<file path="src/design/bfss_pkg.sv">
// Shared types and constants of the burst frame slot selector.
package bfss_pkg;

  localparam int FOCUS_W    = 31;
  localparam int KEY_W      = 32;
  localparam int COUNT_W    = 20;
  localparam int SLOT_IDX_W = 7;
  localparam int CNT_W      = 8;
  localparam int CFG_IDX_W  = 2;
  localparam int CFG_DATA_W = 20;

  localparam logic [KEY_W-1:0] PENDING_KEY = 32'h8000_0000;

  typedef enum logic {
    CMD_START = 1'b0,
    CMD_TICK  = 1'b1
  } bfss_cmd_e;

  typedef enum logic [CFG_IDX_W-1:0] {
    CFG_BEST_SHOTS_MODE = 2'd0,
    CFG_SLOT_COUNT      = 2'd1,
    CFG_MIN_FRAMES      = 2'd2,
    CFG_MAX_FRAMES      = 2'd3
  } bfss_cfg_idx_e;

  typedef struct packed {
    logic               command;
    logic               shutter_half_pressed;
    logic               settings_valid;
    logic [FOCUS_W-1:0] focus_measure;
  } bfss_req_t;

  typedef struct packed {
    logic                  slot_valid;
    logic [SLOT_IDX_W-1:0] slot_index;
    logic                  capture_running;
    logic [COUNT_W-1:0]    frames_taken;
  } bfss_rsp_t;

  typedef enum logic {
    OP_CLEAR = 1'b0,
    OP_PICK  = 1'b1
  } bfss_op_e;

  typedef struct packed {
    logic               go;
    bfss_op_e           op;
    logic [FOCUS_W-1:0] focus;
    logic [CNT_W-1:0]   count;
  } bfss_scan_cmd_t;

  typedef struct packed {
    logic             busy;
    logic             done;
    logic [CNT_W-1:0] best;
  } bfss_scan_sts_t;

  typedef enum logic [1:0] {
    T_IDLE,
    T_WAIT_CLEAR,
    T_WAIT_PICK
  } bfss_top_state_e;

  typedef enum logic [2:0] {
    S_IDLE,
    S_CLEAR,
    S_FILE_RD,
    S_FILE_WR,
    S_SCAN,
    S_MARK
  } bfss_scan_state_e;

endpackage

</file>
<file path="src/design/bfss_focus_scan.sv">
// Focus store memory with its clear sweep and least-focus search sequencer.
module bfss_focus_scan #(
  parameter int SLOTS = 128
) (
  input  logic                    clk_i,
  input  logic                    rst_ni,
  input  bfss_pkg::bfss_scan_cmd_t cmd_i,
  output bfss_pkg::bfss_scan_sts_t sts_o
);
  import bfss_pkg::*;

  localparam int IW = $clog2(SLOTS);

  logic [KEY_W-1:0] focus_mem_q [SLOTS];
  logic [KEY_W-1:0] rdata_q;

  bfss_scan_state_e state_q, state_d;
  logic [IW-1:0]      clr_ptr_q, clr_ptr_d;
  logic [CNT_W-1:0]   rd_ptr_q, rd_ptr_d;
  logic               cmp_v_q, cmp_v_d;
  logic [CNT_W-1:0]   cmp_idx_q, cmp_idx_d;
  logic [KEY_W-1:0]   min_q, min_d;
  logic [CNT_W-1:0]   best_q, best_d;
  logic [CNT_W-1:0]   count_q, count_d;
  logic [FOCUS_W-1:0] focus_q, focus_d;
  logic [IW-1:0]      last_q, last_d;
  logic [IW-1:0]      sbl_q, sbl_d;

  logic             mem_we, mem_re, done;
  logic [IW-1:0]    mem_waddr, mem_raddr;
  logic [KEY_W-1:0] mem_wdata;

  always_ff @(posedge clk_i) begin
    if (mem_we) begin
      focus_mem_q[mem_waddr] <= mem_wdata;
    end
    if (mem_re) begin
      rdata_q <= focus_mem_q[mem_raddr];
    end
  end

  always_ff @(posedge clk_i or negedge rst_ni) begin
    if (!rst_ni) begin
      state_q   <= S_CLEAR;
      clr_ptr_q <= '0;
      rd_ptr_q  <= '0;
      cmp_v_q   <= 1'b0;
      last_q    <= '0;
      sbl_q     <= '0;
    end else begin
      state_q   <= state_d;
      clr_ptr_q <= clr_ptr_d;
      rd_ptr_q  <= rd_ptr_d;
      cmp_v_q   <= cmp_v_d;
      last_q    <= last_d;
      sbl_q     <= sbl_d;
    end
  end

  always_ff @(posedge clk_i) begin
    cmp_idx_q <= cmp_idx_d;
    min_q     <= min_d;
    best_q    <= best_d;
    count_q   <= count_d;
    focus_q   <= focus_d;
  end

  always_comb begin
    state_d   = state_q;
    clr_ptr_d = clr_ptr_q;
    rd_ptr_d  = rd_ptr_q;
    cmp_v_d   = 1'b0;
    cmp_idx_d = cmp_idx_q;
    min_d     = min_q;
    best_d    = best_q;
    count_d   = count_q;
    focus_d   = focus_q;
    last_d    = last_q;
    sbl_d     = sbl_q;
    mem_we    = 1'b0;
    mem_waddr = '0;
    mem_wdata = '0;
    mem_re    = 1'b0;
    mem_raddr = '0;
    done      = 1'b0;
    case (state_q)
      S_IDLE: begin
        if (cmd_i.go) begin
          count_d   = cmd_i.count;
          focus_d   = cmd_i.focus;
          clr_ptr_d = '0;
          state_d   = (cmd_i.op == OP_CLEAR) ? S_CLEAR : S_FILE_RD;
        end
      end
      S_CLEAR: begin
        mem_we    = 1'b1;
        mem_waddr = clr_ptr_q;
        if (clr_ptr_q == IW'(SLOTS - 1)) begin
          done    = 1'b1;
          state_d = S_IDLE;
        end else begin
          clr_ptr_d = clr_ptr_q + 1'b1;
        end
      end
      S_FILE_RD: begin
        mem_re    = 1'b1;
        mem_raddr = sbl_q;
        state_d   = S_FILE_WR;
      end
      S_FILE_WR: begin
        if (rdata_q == PENDING_KEY) begin
          mem_we    = 1'b1;
          mem_waddr = sbl_q;
          mem_wdata = {1'b0, focus_q};
        end
        rd_ptr_d = '0;
        min_d    = PENDING_KEY;
        best_d   = '0;
        state_d  = S_SCAN;
      end
      S_SCAN: begin
        if (rd_ptr_q < count_q) begin
          mem_re    = 1'b1;
          mem_raddr = IW'(rd_ptr_q);
          rd_ptr_d  = rd_ptr_q + 1'b1;
          cmp_v_d   = 1'b1;
          cmp_idx_d = rd_ptr_q;
        end
        if (cmp_v_q && (rdata_q < min_q)) begin
          min_d  = rdata_q;
          best_d = cmp_idx_q;
        end
        if (rd_ptr_q == count_q) begin
          state_d = S_MARK;
        end
      end
      S_MARK: begin
        mem_we    = 1'b1;
        mem_waddr = IW'(best_q);
        mem_wdata = PENDING_KEY;
        sbl_d     = last_q;
        last_d    = IW'(best_q);
        done      = 1'b1;
        state_d   = S_IDLE;
      end
      default: begin
        state_d = S_IDLE;
      end
    endcase
  end

  assign sts_o.busy = (state_q != S_IDLE);
  assign sts_o.done = done;
  assign sts_o.best = best_q;

  a_go_when_idle: assert property (@(posedge clk_i) disable iff (!rst_ni)
    cmd_i.go |-> state_q == S_IDLE)
    else $error("Search engine commanded while busy.");

  a_best_in_range: assert property (@(posedge clk_i) disable iff (!rst_ni)
    state_q == S_MARK |-> (best_q < count_q) || (count_q == '0))
    else $error("Chosen slot lies beyond the usable slots.");

  a_done_single: assert property (@(posedge clk_i) disable iff (!rst_ni)
    done |=> !done)
    else $error("Completion pulse lasted more than one cycle.");

endmodule

</file>
<file path="src/design/burst_frame_slot_selector.sv">
// Top level of the burst frame slot selector: configuration, capture control and result.
// Results: a ring-order tick or a stopped or stopping tick gives its result in the cycle
// after the request; a best-shots tick runs the focus search (file read, file write, scan
// of the usable slots, mark), and a start waits for the one-entry-a-cycle store clear.
// Flow: one request at a time; for a start or best-shots tick, busy is high from acceptance
// until the result strobe; after reset the focus store clears under busy. Results cannot stall.
module burst_frame_slot_selector #(
  parameter int SLOTS = 128
) (
  input  logic                                clk_i,
  input  logic                                rst_ni,
  input  logic                                start,
  output logic                                busy,
  input  bfss_pkg::bfss_req_t                 req_i,
  output logic                                done_o,
  output bfss_pkg::bfss_rsp_t                 rsp_o,
  input  logic                                cfg_we_i,
  input  logic [bfss_pkg::CFG_IDX_W-1:0]      cfg_idx_i,
  input  logic [bfss_pkg::CFG_DATA_W-1:0]     cfg_wdata_i
);
  import bfss_pkg::*;

  localparam int UsableMax = (SLOTS > 255) ? 255 : SLOTS;

  logic               mode_q;
  logic [CNT_W-1:0]   slot_count_q;
  logic [CNT_W-1:0]   min_frames_q;
  logic [COUNT_W-1:0] max_frames_q;

  bfss_top_state_e    state_q, state_d;
  logic [COUNT_W-1:0] frame_count_q, frame_count_d;
  logic [CNT_W-1:0]   ring_q, ring_d;
  logic               running_q, running_d;
  logic               done_q, done_d;
  bfss_rsp_t          rsp_q, rsp_d;

  bfss_scan_cmd_t scan_cmd;
  bfss_scan_sts_t scan_sts;

  logic             accept;
  logic [CNT_W-1:0] usable;
  logic [CNT_W-1:0] ring_cur;
  logic [CNT_W:0]   ring_inc;
  logic             stop;

  bfss_focus_scan #(
    .SLOTS(SLOTS)
  ) u_scan (
    .clk_i (clk_i),
    .rst_ni(rst_ni),
    .cmd_i (scan_cmd),
    .sts_o (scan_sts)
  );

  always_ff @(posedge clk_i or negedge rst_ni) begin
    if (!rst_ni) begin
      mode_q       <= 1'b0;
      slot_count_q <= '0;
      min_frames_q <= '0;
      max_frames_q <= '0;
    end else if (cfg_we_i) begin
      case (cfg_idx_i)
        CFG_BEST_SHOTS_MODE: mode_q       <= cfg_wdata_i[0];
        CFG_SLOT_COUNT:      slot_count_q <= cfg_wdata_i[CNT_W-1:0];
        CFG_MIN_FRAMES:      min_frames_q <= cfg_wdata_i[CNT_W-1:0];
        CFG_MAX_FRAMES:      max_frames_q <= cfg_wdata_i[COUNT_W-1:0];
        default: begin
        end
      endcase
    end
  end

  always_ff @(posedge clk_i or negedge rst_ni) begin
    if (!rst_ni) begin
      state_q       <= T_IDLE;
      frame_count_q <= '0;
      ring_q        <= '0;
      running_q     <= 1'b0;
      done_q        <= 1'b0;
    end else begin
      state_q       <= state_d;
      frame_count_q <= frame_count_d;
      ring_q        <= ring_d;
      running_q     <= running_d;
      done_q        <= done_d;
    end
  end

  always_ff @(posedge clk_i) begin
    rsp_q <= rsp_d;
  end

  assign busy   = (state_q != T_IDLE) || scan_sts.busy;
  assign accept = start && !busy;
  assign usable = (slot_count_q > CNT_W'(UsableMax)) ? CNT_W'(UsableMax) : slot_count_q;
  assign ring_cur = (ring_q >= usable) ? '0 : ring_q;
  assign ring_inc = {1'b0, ring_cur} + 1'b1;
  assign stop = (usable == '0) || !req_i.settings_valid ||
                ((frame_count_q >= COUNT_W'(min_frames_q)) && !req_i.shutter_half_pressed) ||
                (frame_count_q >= max_frames_q);

  always_comb begin
    state_d        = state_q;
    frame_count_d  = frame_count_q;
    ring_d         = ring_q;
    running_d      = running_q;
    done_d         = 1'b0;
    rsp_d          = rsp_q;
    scan_cmd.go    = 1'b0;
    scan_cmd.op    = OP_CLEAR;
    scan_cmd.focus = req_i.focus_measure;
    scan_cmd.count = usable;
    case (state_q)
      T_IDLE: begin
        if (accept) begin
          if (req_i.command == CMD_START) begin
            frame_count_d = '0;
            ring_d        = '0;
            running_d     = 1'b1;
            scan_cmd.go   = 1'b1;
            scan_cmd.op   = OP_CLEAR;
            state_d       = T_WAIT_CLEAR;
          end else if (!running_q) begin
            done_d = 1'b1;
            rsp_d  = '{slot_valid: 1'b0, slot_index: '0, capture_running: 1'b0,
                       frames_taken: frame_count_q};
          end else if (stop) begin
            running_d = 1'b0;
            done_d    = 1'b1;
            rsp_d     = '{slot_valid: 1'b0, slot_index: '0, capture_running: 1'b0,
                          frames_taken: frame_count_q};
          end else begin
            ring_d        = (ring_inc >= {1'b0, usable}) ? '0 : ring_inc[CNT_W-1:0];
            frame_count_d = frame_count_q + 1'b1;
            if (mode_q) begin
              scan_cmd.go = 1'b1;
              scan_cmd.op = OP_PICK;
              state_d     = T_WAIT_PICK;
            end else begin
              done_d = 1'b1;
              rsp_d  = '{slot_valid: 1'b1, slot_index: ring_cur[SLOT_IDX_W-1:0],
                         capture_running: 1'b1, frames_taken: frame_count_d};
            end
          end
        end
      end
      T_WAIT_CLEAR: begin
        if (scan_sts.done) begin
          done_d  = 1'b1;
          rsp_d   = '{slot_valid: 1'b0, slot_index: '0, capture_running: 1'b1,
                      frames_taken: frame_count_q};
          state_d = T_IDLE;
        end
      end
      T_WAIT_PICK: begin
        if (scan_sts.done) begin
          done_d  = 1'b1;
          rsp_d   = '{slot_valid: 1'b1, slot_index: scan_sts.best[SLOT_IDX_W-1:0],
                      capture_running: 1'b1, frames_taken: frame_count_q};
          state_d = T_IDLE;
        end
      end
      default: begin
        state_d = T_IDLE;
      end
    endcase
  end

  assign done_o = done_q;
  assign rsp_o  = rsp_q;

  a_stopped_tick: assert property (@(posedge clk_i) disable iff (!rst_ni)
    accept && (req_i.command == CMD_TICK) && !running_q |=> done_o && !rsp_o.slot_valid)
    else $error("A tick while stopped did not give an empty result next cycle.");

  a_slot_implies_running: assert property (@(posedge clk_i) disable iff (!rst_ni)
    done_o && rsp_o.slot_valid |-> rsp_o.capture_running)
    else $error("A slot was assigned while capture is not running.");

  a_slot_in_range: assert property (@(posedge clk_i) disable iff (!rst_ni)
    done_o && rsp_o.slot_valid |-> CNT_W'(rsp_o.slot_index) < usable)
    else $error("Assigned slot lies beyond the usable slots.");

  a_no_accept_waiting: assert property (@(posedge clk_i) disable iff (!rst_ni)
    state_q != T_IDLE |-> !accept)
    else $error("A request was accepted while a search or clear is outstanding.");

endmodule
</file>
<file path="config.mk">
export PLATFORM = sky130hd
export DESIGN_NAME = burst_frame_slot_selector
export DESIGN_NICKNAME = d
export VERILOG_FILES = /design/src/design/bfss_pkg.sv /design/src/design/bfss_focus_scan.sv /design/src/design/burst_frame_slot_selector.sv
export SDC_FILE = /design/constraint.sdc
export NUM_CORES = 2
export LEC_CHECK = 0
export ABC_CLOCK_PERIOD_IN_PS = 7200
export BUFFER_PORTS_ARGS = -buffer_cell sky130_fd_sc_hd__buf_4
export CORE_ASPECT_RATIO = 0.9
export CORE_MARGIN = 1
export CORE_UTILIZATION = 30
export CTS_BUF_LIST = sky130_fd_sc_hd__clkbuf_8
export CTS_CLUSTER_SIZE = 10
export DETAILED_ROUTE_END_ITERATION = 8
export GPL_TIMING_DRIVEN = 0
export PLACE_DENSITY = 0.55
export SYNTH_ARGS = -nofsm -noshare
export SYNTH_HDL_FRONTEND = slang
export SYNTH_SLANG_ARGS = --single-unit
</file>
<file path="constraint.sdc">
create_clock -name clk_i -period 7.2 [get_ports clk_i]
set_input_delay 0.72 -clock clk_i [delete_from_list [all_inputs] [get_ports clk_i]]
set_output_delay 0.72 -clock clk_i [all_outputs]
set_load 0.02 [all_outputs]
</file>
# After elaboration in Yosys (flattened, before gate mapping)
# Memory sizes are Yosys's and may differ from the RTL's. A register that Yosys moved wholly into a read port is not among the register bits.
# Cells that the tools add are included.
dict set report op_classes {
  add_sub_neg 4
  magnitude_cmp 7
  eq_ne 30
  mux 69
  reduce_logical 35
}
# operator count
set ops {}
lappend ops {{29-bit 2-to-1 mux} 7}
lappend ops {{32-bit case mux with 2 select lines} 2}
lappend ops {{29-bit case mux with 3 select lines} 1}
lappend ops {{20-bit 2-to-1 mux} 3}
lappend ops {{8-bit 2-to-1 mux} 7}
lappend ops {{7-bit case mux with 2 select lines} 3}
lappend ops {{7-bit 2-to-1 mux} 5}
lappend ops {{32-bit == test, second input constant} 1}
lappend ops {{32-bit less-than comparator} 1}
lappend ops {{32-bit 2-to-1 mux} 1}
lappend ops {{31-bit 2-to-1 mux} 1}
lappend ops {{2-bit 2-to-1 mux} 13}
lappend ops {{7-bit case mux with 3 select lines} 1}
lappend ops {{20-bit by 1-bit adder with 20-bit output, second input constant} 1}
lappend ops {{20-bit >= comparator} 1}
lappend ops {{20-bit by 8-bit >= comparator with 1-bit output} 1}
lappend ops {{2-bit AND reduction} 9}
lappend ops {{2-bit by 1-bit inequality test with 1-bit output, second input constant} 8}
lappend ops {{8-bit case mux with 2 select lines} 1}
lappend ops {{1-bit 2-to-1 mux} 15}
lappend ops {{3-bit case mux with 5 select lines} 1}
lappend ops {{2-bit inequality test, second input constant} 5}
lappend ops {{8-bit by 1-bit adder with 9-bit output, second input constant} 1}
lappend ops {{9-bit by 8-bit >= comparator with 1-bit output} 1}
lappend ops {{other kinds (30)} 55}
dict set report word_totals {
  ff_bits 216
  ram_bits 4096
  input_bits 60
  output_inout_bits 31
  wordCells 170
  memories 1
}
# memory depth width read_ports rd_clocked_by_memory_dff wr line_no
set memory_table {}
lappend memory_table {u_scan.focus_mem_q 128 32 1 1 1 bfss_focus_scan.sv:14} ;# logic [KEY_W-1:0] focus_mem_q [SLOTS];

# Logic depth before layout (Yosys ltp)
dict set report logic_depth {
  word_depth 14
  ltp_mapped 23
  ltp_nobuf 22
}

# Cells and area by module
# A second synthesis with hierarchy kept.
dict set report unflattened {
  hier_cells 12403
  area_unflattened_um2 174516.1
}
# module instances cells_per_inst area_per_inst_um2 seq_area_each_um2
set by_module_without_submodules {}
lappend by_module_without_submodules {bfss_focus_scan 1 11815 168549.2 127398.4}
lappend by_module_without_submodules {burst_frame_slot_selector 1 588 5967.0 2597.5}

# Least setup slack after synthesis
# Ideal clock, no wire load.
dict set report synth_path {
  path_kind {register to register}
  start {register frame_count_q[0]}
  end {register u_scan.clr_ptr_q[6]}
  arrival_time_ns 4.804
  setup_slack_ns 2.138
  path_stages_with_launch 13
  synth_period_minus_slack_ns 5.062
  cell_sequence {dfrtp_1 inv_1 ha_1 nand2b_1 a21o_1 a21o_1 a21o_1 a21o_1 a211o_1 a22oi_1 nand3_1 a21oi_1 o32ai_1}
}
dict set report synth_between {
  elab_chain_len 11
  word_cells_on_any_way 12
  classes_between {order compare (2); eq/ne (1); mux (5); reduce/logical (4)}
}
# element line_no
set synth_rtl {}
lappend synth_rtl {{start: declaration} burst_frame_slot_selector.sv:31} ;# logic [COUNT_W-1:0] frame_count_q, frame_count_d;
lappend synth_rtl {{start signal: assignment} burst_frame_slot_selector.sv:82} ;# frame_count_q <= frame_count_d;
lappend synth_rtl {{20-bit by 8-bit >= comparator with 1-bit output} burst_frame_slot_selector.sv:99} ;# ((frame_count_q >= COUNT_W'(min_frames_q)) && !req_i.shutter_half_pressed) ||
lappend synth_rtl {{1-bit logical AND} burst_frame_slot_selector.sv:99}
lappend synth_rtl {{1-bit logical OR} burst_frame_slot_selector.sv:98} ;# assign stop = (usable == '0) || !req_i.settings_valid ||
lappend synth_rtl {{1-bit logical OR *} burst_frame_slot_selector.sv:99}
lappend synth_rtl {{2-bit 2-to-1 mux *} burst_frame_slot_selector.sv:127} ;# end else if (stop) begin
lappend synth_rtl {{2-bit 2-to-1 mux *} burst_frame_slot_selector.sv:123} ;# end else if (!running_q) begin
lappend synth_rtl {{2-bit 2-to-1 mux *} burst_frame_slot_selector.sv:116} ;# if (req_i.command == CMD_START) begin
lappend synth_rtl {{2-bit 2-to-1 mux *} burst_frame_slot_selector.sv:115} ;# if (accept) begin
lappend synth_rtl {{2-bit 2-to-1 mux *} burst_frame_slot_selector.sv:113} ;# case (state_q)
lappend synth_rtl {{2-bit inequality test (no line) *} -}
lappend synth_rtl {{3-bit AND reduction (no line) *} -}
lappend synth_rtl {{end signal: assignment} bfss_focus_scan.sv:52} ;# clr_ptr_q <= clr_ptr_d;
lappend synth_rtl {{end: declaration} bfss_focus_scan.sv:18} ;# logic [IW-1:0] clr_ptr_q, clr_ptr_d;
# Mark *: on every way between the ends. The rest lies on a longest branch, timed or not.
# A chain may end at the register's enable or synchronous reset.

# Worst setup path in the final report
dict set report layout_path {
  start {register u_scan.rd_ptr_q[1]}
  end {register u_scan.rdata_q[30] (read register of u_scan.focus_mem_q), data pin}
}
dict set report layout_between {
  elab_chain_len 3
  word_cells_on_any_way 5
  classes_between {order compare (1); mux (4)}
}
# element line_no
set layout_rtl {}
lappend layout_rtl {{start: declaration} bfss_focus_scan.sv:19} ;# logic [CNT_W-1:0] rd_ptr_q, rd_ptr_d;
lappend layout_rtl {{start signal: assignment} bfss_focus_scan.sv:53} ;# rd_ptr_q <= rd_ptr_d;
lappend layout_rtl {{8-bit less-than comparator} bfss_focus_scan.sv:122} ;# if (rd_ptr_q < count_q) begin
lappend layout_rtl {{7-bit 2-to-1 mux or 1-bit 2-to-1 mux (tied branches)} bfss_focus_scan.sv:122}
lappend layout_rtl {{7-bit case mux with 2 select lines or 1-bit case mux with 2 select lines (tied branches)} bfss_focus_scan.sv:86} ;# case (state_q)
lappend layout_rtl {{end: declaration} bfss_focus_scan.sv:15} ;# logic [KEY_W-1:0] rdata_q;
# Parallel ways exist; a longest one is shown, timed or not.

==> flow_summary_export.csv <==
group,metric,value,unit
floorplanning,die_w,799,um
logic_synthesis,yosysSeqAreaShare,75.7,%
floorplanning,num_io_pins,91,
clock_tree,clk_latency,1290,ps
routing,first_pass_iters,8,
logic_synthesis,synth_top_family_by_area,"simple AND/OR/NAND/NOR gates",
routing,routed_wl,627,mm
finish,fin_nets,13468,
critical_path,cp-end-kind,"flop",
logic_synthesis,syn_avg_cell_area,14.0,um2
logic_synthesis,ys_seq_elements,4344,
critical_path,rr_worst_depth,16,
sta,max_freq,139,MHz
sta,fin_hold_ws,186,ps
clock_tree,htreeDepth,6,
finish,stdcell_count,21419,
finish,syn2layout_area_growth,17.2,%
sta,worst_slew_pin_slew,1710,ps
logic_synthesis,yosysTopAreaCellShare,74.2,%
sta,relSlewSlack,-13.9,%
clock_tree,clk_pin_slew,60,ps
hold_path,hold_path.class,"in -> reg",
clock_tree,tritoncts,"built",
floorplanning,start_util,30.1,%
floorplanning,die_h,720,um
power_and_ir_drop,p_total,52.6,mW
critical_path,required,8350,ps
logic_synthesis,yosys-mux-area-fraction,2.07,%
finish,drive_above_1_share,12.0,%
sta,rsz0062_at_grt,"no",
critical_path,slowest_delay,930,ps
logic_synthesis,synth-compound-area-share,8.65,%
critical_path,path_delay_family,"buffers and inverters",
placement,dp_hpwl,438,mm
sta,setup_tns,0,ps
power_and_ir_drop,power_density,261,nW/um2
job,maxCapViolations,9,
sta,min_period,7180,ps
clock_tree,clock_sinks,4344,
logic_synthesis,synth-edff-count,4242,
placement,dp_slack,-105,ps
grt,grt_antenna_before_repair,68,
grt,grt_pass1_wl,856,mm
logic_synthesis,yosys.area_share.simple,10.5,%
placement,io_buffers,90,
critical_path,reg2reg_to,"u_scan.rdata_q[30]$_DFFE_PP_",
hold_path,hold_depth,2,
floorplanning,die_area,575000,um2
critical_path,cp_slowest_cell,"clkbuf_1",
routing,num_vias,115341,
sta,setup_slack,24.2,ps
floorplanning,coreArea,570000,um2
routing,drc,0,
clock_tree,cts_buffers,702,
placement,post_dp_cell_area,188000,um2
sta,setup_viol,0,
grt,grt.overflow.total,0,
outcome,violations,"capacitance limit, slew limit",
routing,wl_per_cell,29.3,um
floorplanning,row_count,263,
logic_synthesis,synthTopCellsByArea,"edfxtp_1 (74%), nand2_1 (6.1%), a21oi_1 (2.5%)",
routing,via_per_inst,5.38,
finish,postLayoutCellArea,201000,um2
finish,postLayoutCoreUtil,35.3,%
sta,finalClockSkew,79.6,ps
critical_path,path_buf_inv,5,
critical_path,path_cells,"ha_1 > nor2b_1 > o211ai_1 > a21o_1 > buf_2 > a21oi_4 > clkbuf_2 > clkbuf_1 > buf_2 > clkbuf_1 > nand2_1 > nand3_1 > a21oi_1 > nor4_1 > o41ai_1 > nand4_1",
grt,grt_pass1_vias,107081,
power_and_ir_drop,p_leak,66.2,nW
placement,placed_cells,20104,
critical_path,cp_max_fo,10,
hold_path,hp-start,"req_i[26]",
power_and_ir_drop,vdd_drop_max,239,uV
critical_path,r2r_setup_slack,20,ps
logic_synthesis,syn-cell-area,172000,um2
grt,grt_start_max_net_pins,88,
critical_path,rr_startpoint,"u_scan.rd_ptr_q[1]$_DFFE_PN0P_",
clock_tree,root_buffer,"clkbuf_8",
routing,ant_nets,0,
critical_path,start_kind,"flop",
logic_synthesis,synth.distinct_cells,74,
logic_synthesis,synth_cells,12249,
sta,finalHoldViolations,0,
placement,gp_congestion,0.953,
hold_path,hold-path-endpoint,"u_scan.focus_q[26]$_DFFE_PP_",
logic_synthesis,async_flop_share,2.35,%
clock_tree,clockBufferDepth,4,
critical_path,crit_type,"reg -> reg",
routing,dr.first_iter.drc_count,18463,
logic_synthesis,synth_xor_area_share,0.0918,%
logic_synthesis,synthFlopType,"edfxtp_1",
sta,fin_crit_sh,99.7,%
grt,grtUsageTotal,21.0,%
critical_path,cp_data_arrival_time,8330,ps
outcome,status,"complete, but fails checks",
clock_tree,post_cts_buffers,0,
logic_synthesis,synthAdderAreaFrac,0.663,%
critical_path,cp.depth,16,
logic_synthesis,synth_top_area_cell,"edfxtp_1",
sta,maxSlewViolCount,49,
logic_synthesis,yosysWarnings,0,
logic_synthesis,synth_nets,12400,
## layout make-up
cell class	count	area (um2)
Multi-Input combinational cell	6985	38900
Inverter	105	399
Sequential cell	4344	130000
Buffer	813	3670
Clock inverter	496	2340
Fill cell	54925	369000
Tap cell	7552	9450
Clock buffer	723	9950
Antenna cell	35	87.6
Timing Repair Buffer	366	6430
## cell usage in the layout, fill, tap and decap left out, drive strengths merged, types with 19 or more instances in the layout
cell and instances:
a311o 32, nand2 2792, o31ai 21, clkinv 184, nor2 486, nand4 147, nor4 109, a22oi 195
nor3 19, a221oi 155, or4 31, clkbuf 1215, mux2 53, o221ai 32, dfrtp 101, ha 91
nand2b 19, o21ai 241, a21o 34, edfxtp 4242, a211o 33, and3 19, a211oi 34, a21oi 844
nand3 552, a32oi 379, inv 398, and2 78, buf 629, mux2i 295, diode 35, a31oi 176
dlygate4sd3 58
## worst max-delay path by stage
stage                              startpoint                                    to  slack [ps]
5_1_grt        u_scan.rd_ptr_q[1]$_DFFE_PN0P_          u_scan.rdata_q[30]$_DFFE_PP_          70
3_3_place_gp      u_scan.rdata_q[3]$_DFFE_PP_  u_scan.focus_mem_q[16][18]$_DFFE_PP_       -2770
6_report       u_scan.rd_ptr_q[1]$_DFFE_PN0P_          u_scan.rdata_q[30]$_DFFE_PP_          20
4_1_cts        u_scan.rd_ptr_q[5]$_DFFE_PN0P_          u_scan.rdata_q[30]$_DFFE_PP_          60
2_1_floorplan    frame_count_q[0]$_DFFE_PN0P_       u_scan.clr_ptr_q[6]$_DFFE_PN0P_        2140
3_5_place_dp   u_scan.rd_ptr_q[1]$_DFFE_PN0P_          u_scan.rdata_q[30]$_DFFE_PP_        -100
## worst register-to-register path, stage by stage, from the launching register on
cell	delay, ps
dfrtp_1	490
ha_1	340
nor2b_1	140
o211ai_1	110
a21o_1	210
buf_2	230
a21oi_4	650
clkbuf_2	780
clkbuf_1	820
buf_2	660
clkbuf_1	940
nand2_1	140
nand3_1	130
a21oi_1	130
nor4_1	830
o41ai_1	320
nand4_1	150
## report_power, final
part | leakage, nW | switching (mW) | internal [mW]
Sequential | 40.8 | 0.345 | 28.6
Combinational | 18.2 | 3.01 | 1.08
Clock | 7.23 | 10.1 | 9.47
Total | 66.2 | 13.5 | 39.1
## state kept, by name, summed over array words and instances (netlist names), 20 cells and up
name,flops
max_frames_q,20
u_scan.focus_q,31
u_scan.focus_mem_q,4096
u_scan.rdata_q,32
rsp_o,29
frame_count_q,20
u_scan.min_q,32
## synth_stat cells (12+ instances only)
cell type,count
a211o_1,33
a31oi_1,176
and3_1,18
nand2_1,2792
a32oi_1,379
mux2_2,53
nor4_1,109
mux2i_1,295
inv_1,104
or4_1,31
nand3_1,552
nor2b_1,12
clkbuf_1,492
nor3_1,19
o221ai_1,32
a21oi_1,842
and2_1,78
buf_6,28
nand2b_1,19
nor2_1,482
a211oi_1,34
a22oi_1,195
nand4_1,147
buf_1,61
a221oi_1,155
a311o_1,32
dfrtp_1,101
o31ai_1,20
a21o_1,34
o21ai_0,241
edfxtp_1,4242
buf_4,36
buf_2,197
ha_1,91
## repair_timing
action,in CTS,in global routing
resized for setup,1,0
endpoints found under the setup margin,1,1
endpoints found under the hold margin,177,0
hold buffers,59,0
gates cloned,0,0
## layer usage
layer  GRT usage, %  vias to the layer above  wire length, um
li1               -                    48665                -
met1           30.3                    58408           261000
met2           29.1                     7258           256000
met3           6.65                     1002            83700
met4           8.13                        8            26800
met5              0                        -               43
## cell families after synthesis
kind of cell               Yosys count
buffers and inverters              920
xor gates and xnor gates            18
DFF                               4344
and+or+nand+nor                   4285
AOI/OAI and AO/OA                 2243
muxes                              348
adders and majority gates           91
Power figures use the tool's default switching activity.
